`src/hdl/gei_pkg.sv`:
```
// Shared types, command codes and constants for the GPIO edge interrupt dispatch block.
// Used by gei_pin_store, gei_exec and gpio_edge_interrupt_dispatch; depends on nothing.
package gei_pkg;

  localparam int PIN_SLOTS_DEFAULT = 64;
  localparam int PIN_W             = 6;
  localparam int LIMIT_W           = 7;
  localparam int VEC_COUNT         = 5;

  localparam logic [LIMIT_W-1:0] PIN_LIMIT_RESET = 7'd20;

  typedef enum logic [2:0] {
    CMD_MODE    = 3'd0,
    CMD_WRITE   = 3'd1,
    CMD_DRIVE   = 3'd2,
    CMD_READ    = 3'd3,
    CMD_ATTACH  = 3'd4,
    CMD_VECTOR  = 3'd5,
    CMD_ENABLE  = 3'd6,
    CMD_DISABLE = 3'd7
  } cmd_t;

  localparam logic [1:0] MODE_INPUT  = 2'd0;
  localparam logic [1:0] MODE_PULLUP = 2'd2;

  localparam logic [1:0] EDGE_CHANGE  = 2'd1;
  localparam logic [1:0] EDGE_FALLING = 2'd2;
  localparam logic [1:0] EDGE_RISING  = 2'd3;

  // Bit positions in the vector mask.
  localparam int VEC_INT0  = 0;
  localparam int VEC_INT1  = 1;
  localparam int VEC_PORTB = 2;
  localparam int VEC_PORTC = 3;
  localparam int VEC_PORTD = 4;

  localparam logic [2:0] VEC_INDEX_MAX = 3'd4;

  localparam logic [PIN_W-1:0] PIN_INT0    = 6'd2;
  localparam logic [PIN_W-1:0] PIN_INT1    = 6'd3;
  localparam logic [PIN_W-1:0] PORTD_LAST  = 6'd7;
  localparam logic [PIN_W-1:0] PORTB_FIRST = 6'd8;
  localparam logic [PIN_W-1:0] PORTB_LAST  = 6'd13;
  localparam logic [PIN_W-1:0] PORTC_FIRST = 6'd14;
  localparam logic [PIN_W-1:0] PORTC_LAST  = 6'd19;

  // Everything kept for one pin, held as one row of the pin store.
  typedef struct packed {
    logic       level;
    logic [1:0] mode;
    logic       driven;
    logic [1:0] edge_mode;
    logic       handler;
  } pin_row_t;

  typedef struct packed {
    cmd_t             command;
    logic [PIN_W-1:0] pin_index;
    logic             level;
    logic [1:0]       mode_code;
    logic [2:0]       vector_index;
    logic             handler_present;
  } request_t;

  typedef struct packed {
    logic                 level_changed;
    logic                 edge_handler_fired;
    logic [VEC_COUNT-1:0] vector_fire_mask;
    logic                 read_level;
    logic                 read_floating;
  } result_t;

  // State updates produced by one request.
  typedef struct packed {
    logic                 row_we;
    pin_row_t             row;
    logic                 global_enable;
    logic [VEC_COUNT-1:0] vector_mask;
  } update_t;

  function automatic logic [VEC_COUNT-1:0] vectors_for_pin(input logic [PIN_W-1:0] pin);
    logic [VEC_COUNT-1:0] m;
    m = '0;
    m[VEC_INT0]  = (pin == PIN_INT0);
    m[VEC_INT1]  = (pin == PIN_INT1);
    m[VEC_PORTD] = (pin <= PORTD_LAST);
    m[VEC_PORTB] = (pin >= PORTB_FIRST) && (pin <= PORTB_LAST);
    m[VEC_PORTC] = (pin >= PORTC_FIRST) && (pin <= PORTC_LAST);
    return m;
  endfunction

endpackage

```
`src/hdl/gei_pin_store.sv`:
```
// Per-pin row store: one write port, one registered read port, per-row valid bits
// and a bypass of the most recent write. Depends on gei_pkg.
module gei_pin_store #(
  parameter int PIN_SLOTS = gei_pkg::PIN_SLOTS_DEFAULT
) (
  input  logic                     clk,
  input  logic                     rst,
  input  logic                     rd_en,
  input  logic [gei_pkg::PIN_W-1:0] rd_pin,
  input  logic                     wr_en,
  input  logic [gei_pkg::PIN_W-1:0] wr_pin,
  input  gei_pkg::pin_row_t        wr_row,
  output gei_pkg::pin_row_t        row_out
);
  import gei_pkg::*;

  localparam int IDX_W = $clog2(PIN_SLOTS);

  pin_row_t             mem [PIN_SLOTS];
  logic [PIN_SLOTS-1:0] row_valid;

  pin_row_t         rd_data;
  logic             rd_valid;
  logic [PIN_W-1:0] rd_pin_q;

  logic             wb_valid;
  logic [PIN_W-1:0] wb_pin;
  pin_row_t         wb_row;

  logic [IDX_W-1:0] rd_idx;
  logic [IDX_W-1:0] wr_idx;
  logic             rd_in_range;

  assign rd_idx      = rd_pin[IDX_W-1:0];
  assign wr_idx      = wr_pin[IDX_W-1:0];
  assign rd_in_range = ({1'b0, rd_pin} < (PIN_W+1)'(PIN_SLOTS));

  always_ff @(posedge clk) begin
    if (wr_en) begin
      mem[wr_idx] <= wr_row;
    end
    if (rd_en) begin
      rd_data  <= rd_in_range ? mem[rd_idx] : '0;
      rd_pin_q <= rd_pin;
    end
  end

  always_ff @(posedge clk) begin
    if (rst) begin
      row_valid <= '0;
      rd_valid  <= 1'b0;
      wb_valid  <= 1'b0;
      wb_pin    <= '0;
      wb_row    <= '0;
    end else begin
      if (wr_en) begin
        row_valid[wr_idx] <= 1'b1;
        wb_valid          <= 1'b1;
        wb_pin            <= wr_pin;
        wb_row            <= wr_row;
      end
      if (rd_en) begin
        rd_valid <= rd_in_range && row_valid[rd_idx];
      end
    end
  end

  // A write landing on the same edge as the read is only visible through the bypass.
  always_comb begin
    if (wb_valid && (wb_pin == rd_pin_q)) begin
      row_out = wb_row;
    end else if (rd_valid) begin
      row_out = rd_data;
    end else begin
      row_out = '0;
    end
  end

endmodule

```
`src/hdl/gei_exec.sv`:
```
// Command execution: decodes one request against its pin row and the global state,
// giving the result and the state updates. Depends on gei_pkg.
module gei_exec #(
  parameter int PIN_SLOTS = gei_pkg::PIN_SLOTS_DEFAULT
) (
  input  gei_pkg::request_t                req,
  input  gei_pkg::pin_row_t                row,
  input  logic [gei_pkg::LIMIT_W-1:0]      pin_limit,
  input  logic                             global_enable,
  input  logic [gei_pkg::VEC_COUNT-1:0]    vector_mask,
  output gei_pkg::result_t                 res,
  output gei_pkg::update_t                 upd
);
  import gei_pkg::*;

  logic                 pin_ok;
  logic                 edge_hit;
  logic [VEC_COUNT-1:0] vec_bit;

  assign pin_ok = ({1'b0, req.pin_index} < pin_limit) &&
                  ({1'b0, req.pin_index} < LIMIT_W'(PIN_SLOTS));

  assign vec_bit = VEC_COUNT'(1) << req.vector_index;

  assign edge_hit = (row.edge_mode == EDGE_CHANGE) ||
                    ((row.edge_mode == EDGE_RISING) && req.level) ||
                    ((row.edge_mode == EDGE_FALLING) && !req.level);

  always_comb begin
    res               = '0;
    upd.row_we        = 1'b0;
    upd.row           = row;
    upd.global_enable = global_enable;
    upd.vector_mask   = vector_mask;

    unique case (req.command)
      CMD_MODE: begin
        upd.row_we   = pin_ok;
        upd.row.mode = req.mode_code;
        if (req.mode_code == MODE_PULLUP) begin
          upd.row.level = 1'b1;
        end
      end
      CMD_WRITE, CMD_DRIVE: begin
        upd.row_we    = pin_ok;
        upd.row.level = req.level;
        if (req.command == CMD_DRIVE) begin
          upd.row.driven = 1'b1;
        end
        if (pin_ok && (row.level != req.level)) begin
          res.level_changed = 1'b1;
          if (global_enable) begin
            res.edge_handler_fired = row.handler && edge_hit;
            res.vector_fire_mask   = vectors_for_pin(req.pin_index) & vector_mask;
          end
        end
      end
      CMD_READ: begin
        if (pin_ok) begin
          res.read_level    = row.level;
          res.read_floating = (row.mode == MODE_INPUT) && !row.driven;
        end
      end
      CMD_ATTACH: begin
        upd.row_we        = pin_ok;
        upd.row.handler   = req.handler_present;
        upd.row.edge_mode = req.mode_code;
      end
      CMD_VECTOR: begin
        if (req.vector_index <= VEC_INDEX_MAX) begin
          if (req.handler_present) begin
            upd.vector_mask = vector_mask | vec_bit;
          end else begin
            upd.vector_mask = vector_mask & ~vec_bit;
          end
        end
      end
      CMD_ENABLE: begin
        upd.global_enable = 1'b1;
      end
      CMD_DISABLE: begin
        upd.global_enable = 1'b0;
      end
    endcase
  end

endmodule

```
`src/hdl/gpio_edge_interrupt_dispatch.sv`:
```
// Top level of the GPIO edge interrupt dispatch block: request register, pin store,
// command execution and result register. Depends on gei_pkg, gei_pin_store and gei_exec.
//
// Each request (set mode, write, external drive, read, attach edge handler, register
// vector handler, enable or disable interrupts) yields exactly one result. The block
// takes one request every cycle when the result side keeps up. A result is loaded into
// the result register when its request leaves the request register, which waits while
// the result register is full and not being drained. The pin store's read data is
// registered: the request is held in the request register while its pin row is read,
// then executed and written back on the edge that loads the result register. A
// write-back on the same edge as the next request's read is forwarded through a bypass,
// so back-to-back requests to one pin see each other's effects. Every pin row has a
// valid bit cleared by reset, so no clearing pass is needed and the block is ready in
// the first cycle after reset. The pin limit register (reset value twenty) is written
// through cfg_we and cfg_data and should only change while no request is in flight.
module gpio_edge_interrupt_dispatch #(
  parameter int PIN_SLOTS = gei_pkg::PIN_SLOTS_DEFAULT
) (
  input  logic                           clk,
  input  logic                           rst,
  input  logic                           cfg_we,
  input  logic [gei_pkg::LIMIT_W-1:0]    cfg_data,
  input  logic                           in_valid,
  output logic                           in_ready,
  input  logic [2:0]                     command,
  input  logic [gei_pkg::PIN_W-1:0]      pin_index,
  input  logic                           level,
  input  logic [1:0]                     mode_code,
  input  logic [2:0]                     vector_index,
  input  logic                           handler_present,
  output logic                           out_valid,
  input  logic                           out_ready,
  output logic                           level_changed,
  output logic                           edge_handler_fired,
  output logic [gei_pkg::VEC_COUNT-1:0]  vector_fire_mask,
  output logic                           read_level,
  output logic                           read_floating
);
  import gei_pkg::*;

  logic [LIMIT_W-1:0]   pin_limit;
  logic                 global_enable;
  logic [VEC_COUNT-1:0] vector_mask;

  logic     s1_valid;
  request_t s1_req;
  logic     accept;
  logic     advance;

  pin_row_t row;
  result_t  res;
  update_t  upd;

  // The request register moves on whenever the result register is empty or being drained.
  assign advance  = s1_valid && (!out_valid || out_ready);
  assign in_ready = !s1_valid || advance;
  assign accept   = in_valid && in_ready;

  always_ff @(posedge clk) begin
    if (rst) begin
      pin_limit <= PIN_LIMIT_RESET;
    end else if (cfg_we) begin
      pin_limit <= cfg_data;
    end
  end

  always_ff @(posedge clk) begin
    if (rst) begin
      s1_valid <= 1'b0;
    end else if (accept) begin
      s1_valid <= 1'b1;
    end else if (advance) begin
      s1_valid <= 1'b0;
    end
  end

  always_ff @(posedge clk) begin
    if (accept) begin
      s1_req.command         <= cmd_t'(command);
      s1_req.pin_index       <= pin_index;
      s1_req.level           <= level;
      s1_req.mode_code       <= mode_code;
      s1_req.vector_index    <= vector_index;
      s1_req.handler_present <= handler_present;
    end
  end

  gei_pin_store #(
    .PIN_SLOTS (PIN_SLOTS)
  ) u_store (
    .clk     (clk),
    .rst     (rst),
    .rd_en   (accept),
    .rd_pin  (pin_index),
    .wr_en   (advance && upd.row_we),
    .wr_pin  (s1_req.pin_index),
    .wr_row  (upd.row),
    .row_out (row)
  );

  gei_exec #(
    .PIN_SLOTS (PIN_SLOTS)
  ) u_exec (
    .req           (s1_req),
    .row           (row),
    .pin_limit     (pin_limit),
    .global_enable (global_enable),
    .vector_mask   (vector_mask),
    .res           (res),
    .upd           (upd)
  );

  always_ff @(posedge clk) begin
    if (rst) begin
      global_enable <= 1'b1;
      vector_mask   <= '0;
    end else if (advance) begin
      global_enable <= upd.global_enable;
      vector_mask   <= upd.vector_mask;
    end
  end

  always_ff @(posedge clk) begin
    if (rst) begin
      out_valid <= 1'b0;
    end else if (advance) begin
      out_valid <= 1'b1;
    end else if (out_ready) begin
      out_valid <= 1'b0;
    end
  end

  always_ff @(posedge clk) begin
    if (advance) begin
      level_changed      <= res.level_changed;
      edge_handler_fired <= res.edge_handler_fired;
      vector_fire_mask   <= res.vector_fire_mask;
      read_level         <= res.read_level;
      read_floating      <= res.read_floating;
    end
  end

`ifndef SYNTHESIS
  // A handler can only fire on a write that actually changed the level.
  a_fire_needs_change: assert property (@(posedge clk) disable iff (rst)
    out_valid && edge_handler_fired |-> level_changed)
    else $error("edge handler fired without a level change");

  a_vector_needs_change: assert property (@(posedge clk) disable iff (rst)
    out_valid && (vector_fire_mask != '0) |-> level_changed)
    else $error("vector fired without a level change");

  // Read results and write results never appear together.
  a_read_write_apart: assert property (@(posedge clk) disable iff (rst)
    out_valid && (read_level || read_floating) |-> !level_changed)
    else $error("read and write results mixed in one result");

  a_disable_takes: assert property (@(posedge clk) disable iff (rst)
    advance && (s1_req.command == CMD_DISABLE) |=> !global_enable)
    else $error("disable request did not clear the global enable");
`endif

endmodule

```
`config.mk`:
```
export PLATFORM = sky130hd
export DESIGN_NAME = gpio_edge_interrupt_dispatch
export DESIGN_NICKNAME = d
export VERILOG_FILES = /design/src/hdl/gei_pkg.sv /design/src/hdl/gei_pin_store.sv /design/src/hdl/gei_exec.sv /design/src/hdl/gpio_edge_interrupt_dispatch.sv
export SDC_FILE = /design/constraint.sdc
export NUM_CORES = 1
export LEC_CHECK = 0
export BUFFER_PORTS_ARGS = -buffer_cell sky130_fd_sc_hd__buf_2
export CORE_ASPECT_RATIO = 0.7
export CORE_MARGIN = 2
export CORE_UTILIZATION = 49
export DETAILED_ROUTE_END_ITERATION = 10
export PLACE_DENSITY_LB_ADDON = 0.2
export SLEW_MARGIN = 10
export SYNTH_ARGS = -nofsm -noshare
export SYNTH_HDL_FRONTEND = slang
export SYNTH_SLANG_ARGS = --single-unit
```
`constraint.sdc`:
```
create_clock -name clk -period 3.9 [get_ports clk]
set_input_delay 0.195 -clock clk [delete_from_list [all_inputs] [get_ports clk]]
set_output_delay 0.195 -clock clk [all_outputs]
set_load 0.01 [all_outputs]
```
==> flow_summary.json <==
{
  "dpl.hpwl_microns": 34000,
  "total_power_uw": 12700,
  "synth_area_leaders": "edfxtp_1 63%, mux4_2 15%, dfxtp_1 8.2%",
  "syn2layout_area_growth_pct": 14.4,
  "setup_viol": 0,
  "wl_per_cell_microns": 26.9,
  "coreArea_sq_mm": 0.0462,
  "crit_top_cell": "o21a_1",
  "hp-class": "in -> reg",
  "die_h_microns": 185,
  "grt_pass1_vias": 11900,
  "cts_tree": "yes",
  "drtIter0Drc": 1435,
  "worst_ir_drop_vdd_uv": 418,
  "yosys_warnings": 0,
  "dp_slack_ns": 0.526,
  "cts_buffers": 52,
  "cp-end-kind": "flip-flop",
  "initial_utilization_pct": 49.4,
  "async_reset_ff_share_pct": 0,
  "path_max_fanout": 18,
  "ios": 39,
  "ant_nets": 0,
  "rsz0062_at_grt": "false",
  "chipWidth_microns": 262,
  "drive_above_1_share_pct": 25.8,
  "cp_slowest_stage_delay_ns": 0.66,
  "synthFlopType": "edfxtp_1",
  "fin_tns_setup_ns": 0,
  "tightest_slew_ns": 1.16,
  "register_area_sq_mm": 0.0163,
  "drc_errors": 0,
  "routed_wl_microns": 55000,
  "multi_input_area_sq_mm": 0.00619,
  "yosysTopAreaCell": "edfxtp_1",
  "synthMostInstantiatedCell": "edfxtp_1",
  "setup_slack_ns": 0.478,
  "status": "completed",
  "worst_setup_path_start_kind": "flip-flop",
  "ctsResizeCount": 0,
  "first_pass_iters": 6,
  "cap_violations": 0,
  "crit_type": "reg -> reg",
  "nets": 1425,
  "synth_edf_count": 480,
  "maxSlewViolCount": 0,
  "syn_inst": 1286,
  "worstPathBufferInverterCount": 0,
  "clockBufferDepth": 3,
  "vias_per_cell": 6.13,
  "cts.sinks": 574,
  "crit_required_ns": 4.12,
  "htree_num_levels": 2,
  "postCtsSetupBuffers": 0,
  "grt_max_degree": 83,
  "grt_pass1_wl_microns": 81600,
  "clkLatencyLatePin_ns": 0.59,
  "antenna_found_initial": 2,
  "hold_viol_final": 0,
  "synth_seq_cells": 574,
  "syn_area_per_cell_sq_um": 17.8,
  "worst_ep_arrival_time_ns": 3.64,
  "cp_slowest_cell": "nor2_1",
  "syn_nets": 1319,
  "clkTransAtPathRegs_ns": 0.06,
  "path_delay_family": "simple AND/OR/NAND/NOR gates",
  "place_congestion": 0.797,
  "grt_usage_pct": 23.3,
  "power_density_mw_per_mm2": 484,
  "rows": 66,
  "synth_area_sq_mm": 0.0228,
  "vias": 12600,
  "die-area_sq_mm": 0.0484,
  "fmax_mhz": 292,
  "portBuffers": 38,
  "relSlewSlack_pct": 21.5,
  "synthTopCellsByCount": "480 x edfxtp_1, 156 x mux4_2, 154 x nor2_1",
  "overflow": 0,
  "fillers": 3561,
  "min_period_over_period_pct": 87.7,
  "period_needed_ns": 3.42,
  "cts-root-buf": "clkbuf_16",
  "yosys.area.top_type_share_pct": 63.1,
  "p_leak_uw": 0.00858,
  "cp_cell_sequence": "ha_1 -> o21a_1 -> o21a_1 -> nor2b_1 -> a21oi_4 -> nand3_1 -> nor2_1",
  "hold_buffers": 27,
  "synthDistinctLibCells": 55,
  "fin_skew_ns": 0.0188,
  "ys_seq_area_share_pct": 71.3
}
[report_power, final]
group          switching (uW)  internal (uW)  leakage (uW)  total [uW]
clock network            2240           2910      0.000848        5150
logic                     479            280       0.00254         760
registers                35.9           6710       0.00519        6750
total                    2750           9900       0.00858       12700
[routing by layer]
metal	part of all wire (%)	GRT usage [%]
met4	1.5	4.09
met2	42	31.5
met5	0.018	0
met3	10	6.94
met1	46	37.5
[cell usage in the layout, fill, tap and decap left out, types with 4 or more instances in the layout]
master / n
a21oi_1: 30
a31oi_4: 4
clkbuf_1: 6
buf_2: 36
inv_1: 15
xor2_1: 4
dlygate4sd3_1: 27
nor4_1: 4
buf_4: 71
nor2b_1: 8
nand2b_1: 7
edfxtp_1: 480
a41oi_1: 41
o21ai_1: 4
nor2_1: 153
a311o_1: 4
clkinv_2: 12
dfxtp_1: 94
a31oi_1: 10
bufinv_16: 5
nand3_1: 26
nand3b_1: 4
mux4_2: 156
mux2i_1: 17
nor3_1: 8
xnor2_1: 4
mux2_2: 7
clkinv_1: 11
ha_1: 5
buf_12: 5
clkbuf_16: 54
o21a_1: 10
nand2_1: 49
and2_1: 5
[cell families (layout without fill, tap and decap cells)]
family / after synthesis / after routing / synth area share [%]
fa+ha+maj: 5 / 5 / 0.274
other cells: 0 / 1 / 0
flops: 574 / 574 / 71.3
xor+xnor: 8 / 8 / 0.307
simple gates: 283 / 283 / 5.41
buf+inv: 103 / 253 / 1.98
compound gates: 133 / 133 / 4.24
mux: 180 / 180 / 16.5
[worst paths after layout]
check,start,end,slack [ns],depth (start not counted)
worst max-delay path,u_store.rd_pin_q[4],u_store.mem[27][6],0.48,7
worst min-delay path,cfg_we,pin_limit[1],0.04,3
worst max register to register,u_store.rd_pin_q[4],u_store.mem[27][6],0.48,7
worst min register to register,u_store.row_valid[12],u_store.row_valid[12],0.47,1
[through the flow]
stage	util [%]	hold WS, ns	cell area [sq um]	std cells
2_1_floorplan	-	0.294	22900	1286
3_5_place_dp	52.2	0.373	24100	1923
6_report	56.5	0.0388	26100	2049
4_1_cts	56.5	0.0161	26100	2048
5_1_grt	56.5	0.0322	26100	2048
3_3_place_gp	52.2	0.373	24100	1923
[registers in the layout, indices dropped and copies added (netlist names), 5 cells and up, named ones only]
signal / flops
pin_limit: 7
s1_req: 10
u_store.mem: 448
u_store.rd_data: 7
u_store.rd_pin_q: 6
u_store.row_valid: 64
u_store.wb_pin: 6
u_store.wb_row: 7
vector_fire_mask: 5
[layout make-up]
class                           instances  area share (%)
Multi-Input combinational cell        609            23.7
Inverter                               15           0.215
Sequential cell                       574            62.4
Tap cell                              612            2.93
Clock buffer                           63            5.39
Clock inverter                         35            1.18
Timing Repair Buffer                  140            4.20
Antenna cell                            1         0.00958
[worst register-to-register path, stage by stage, from the launching register on]
cell,delay (ns)
edfxtp_1,0.52
ha_1,0.35
o21a_1,0.11
o21a_1,0.18
nor2b_1,0.21
a21oi_4,0.60
nand3_1,0.41
nor2_1,0.66
(Power assumes the default switching activity.)
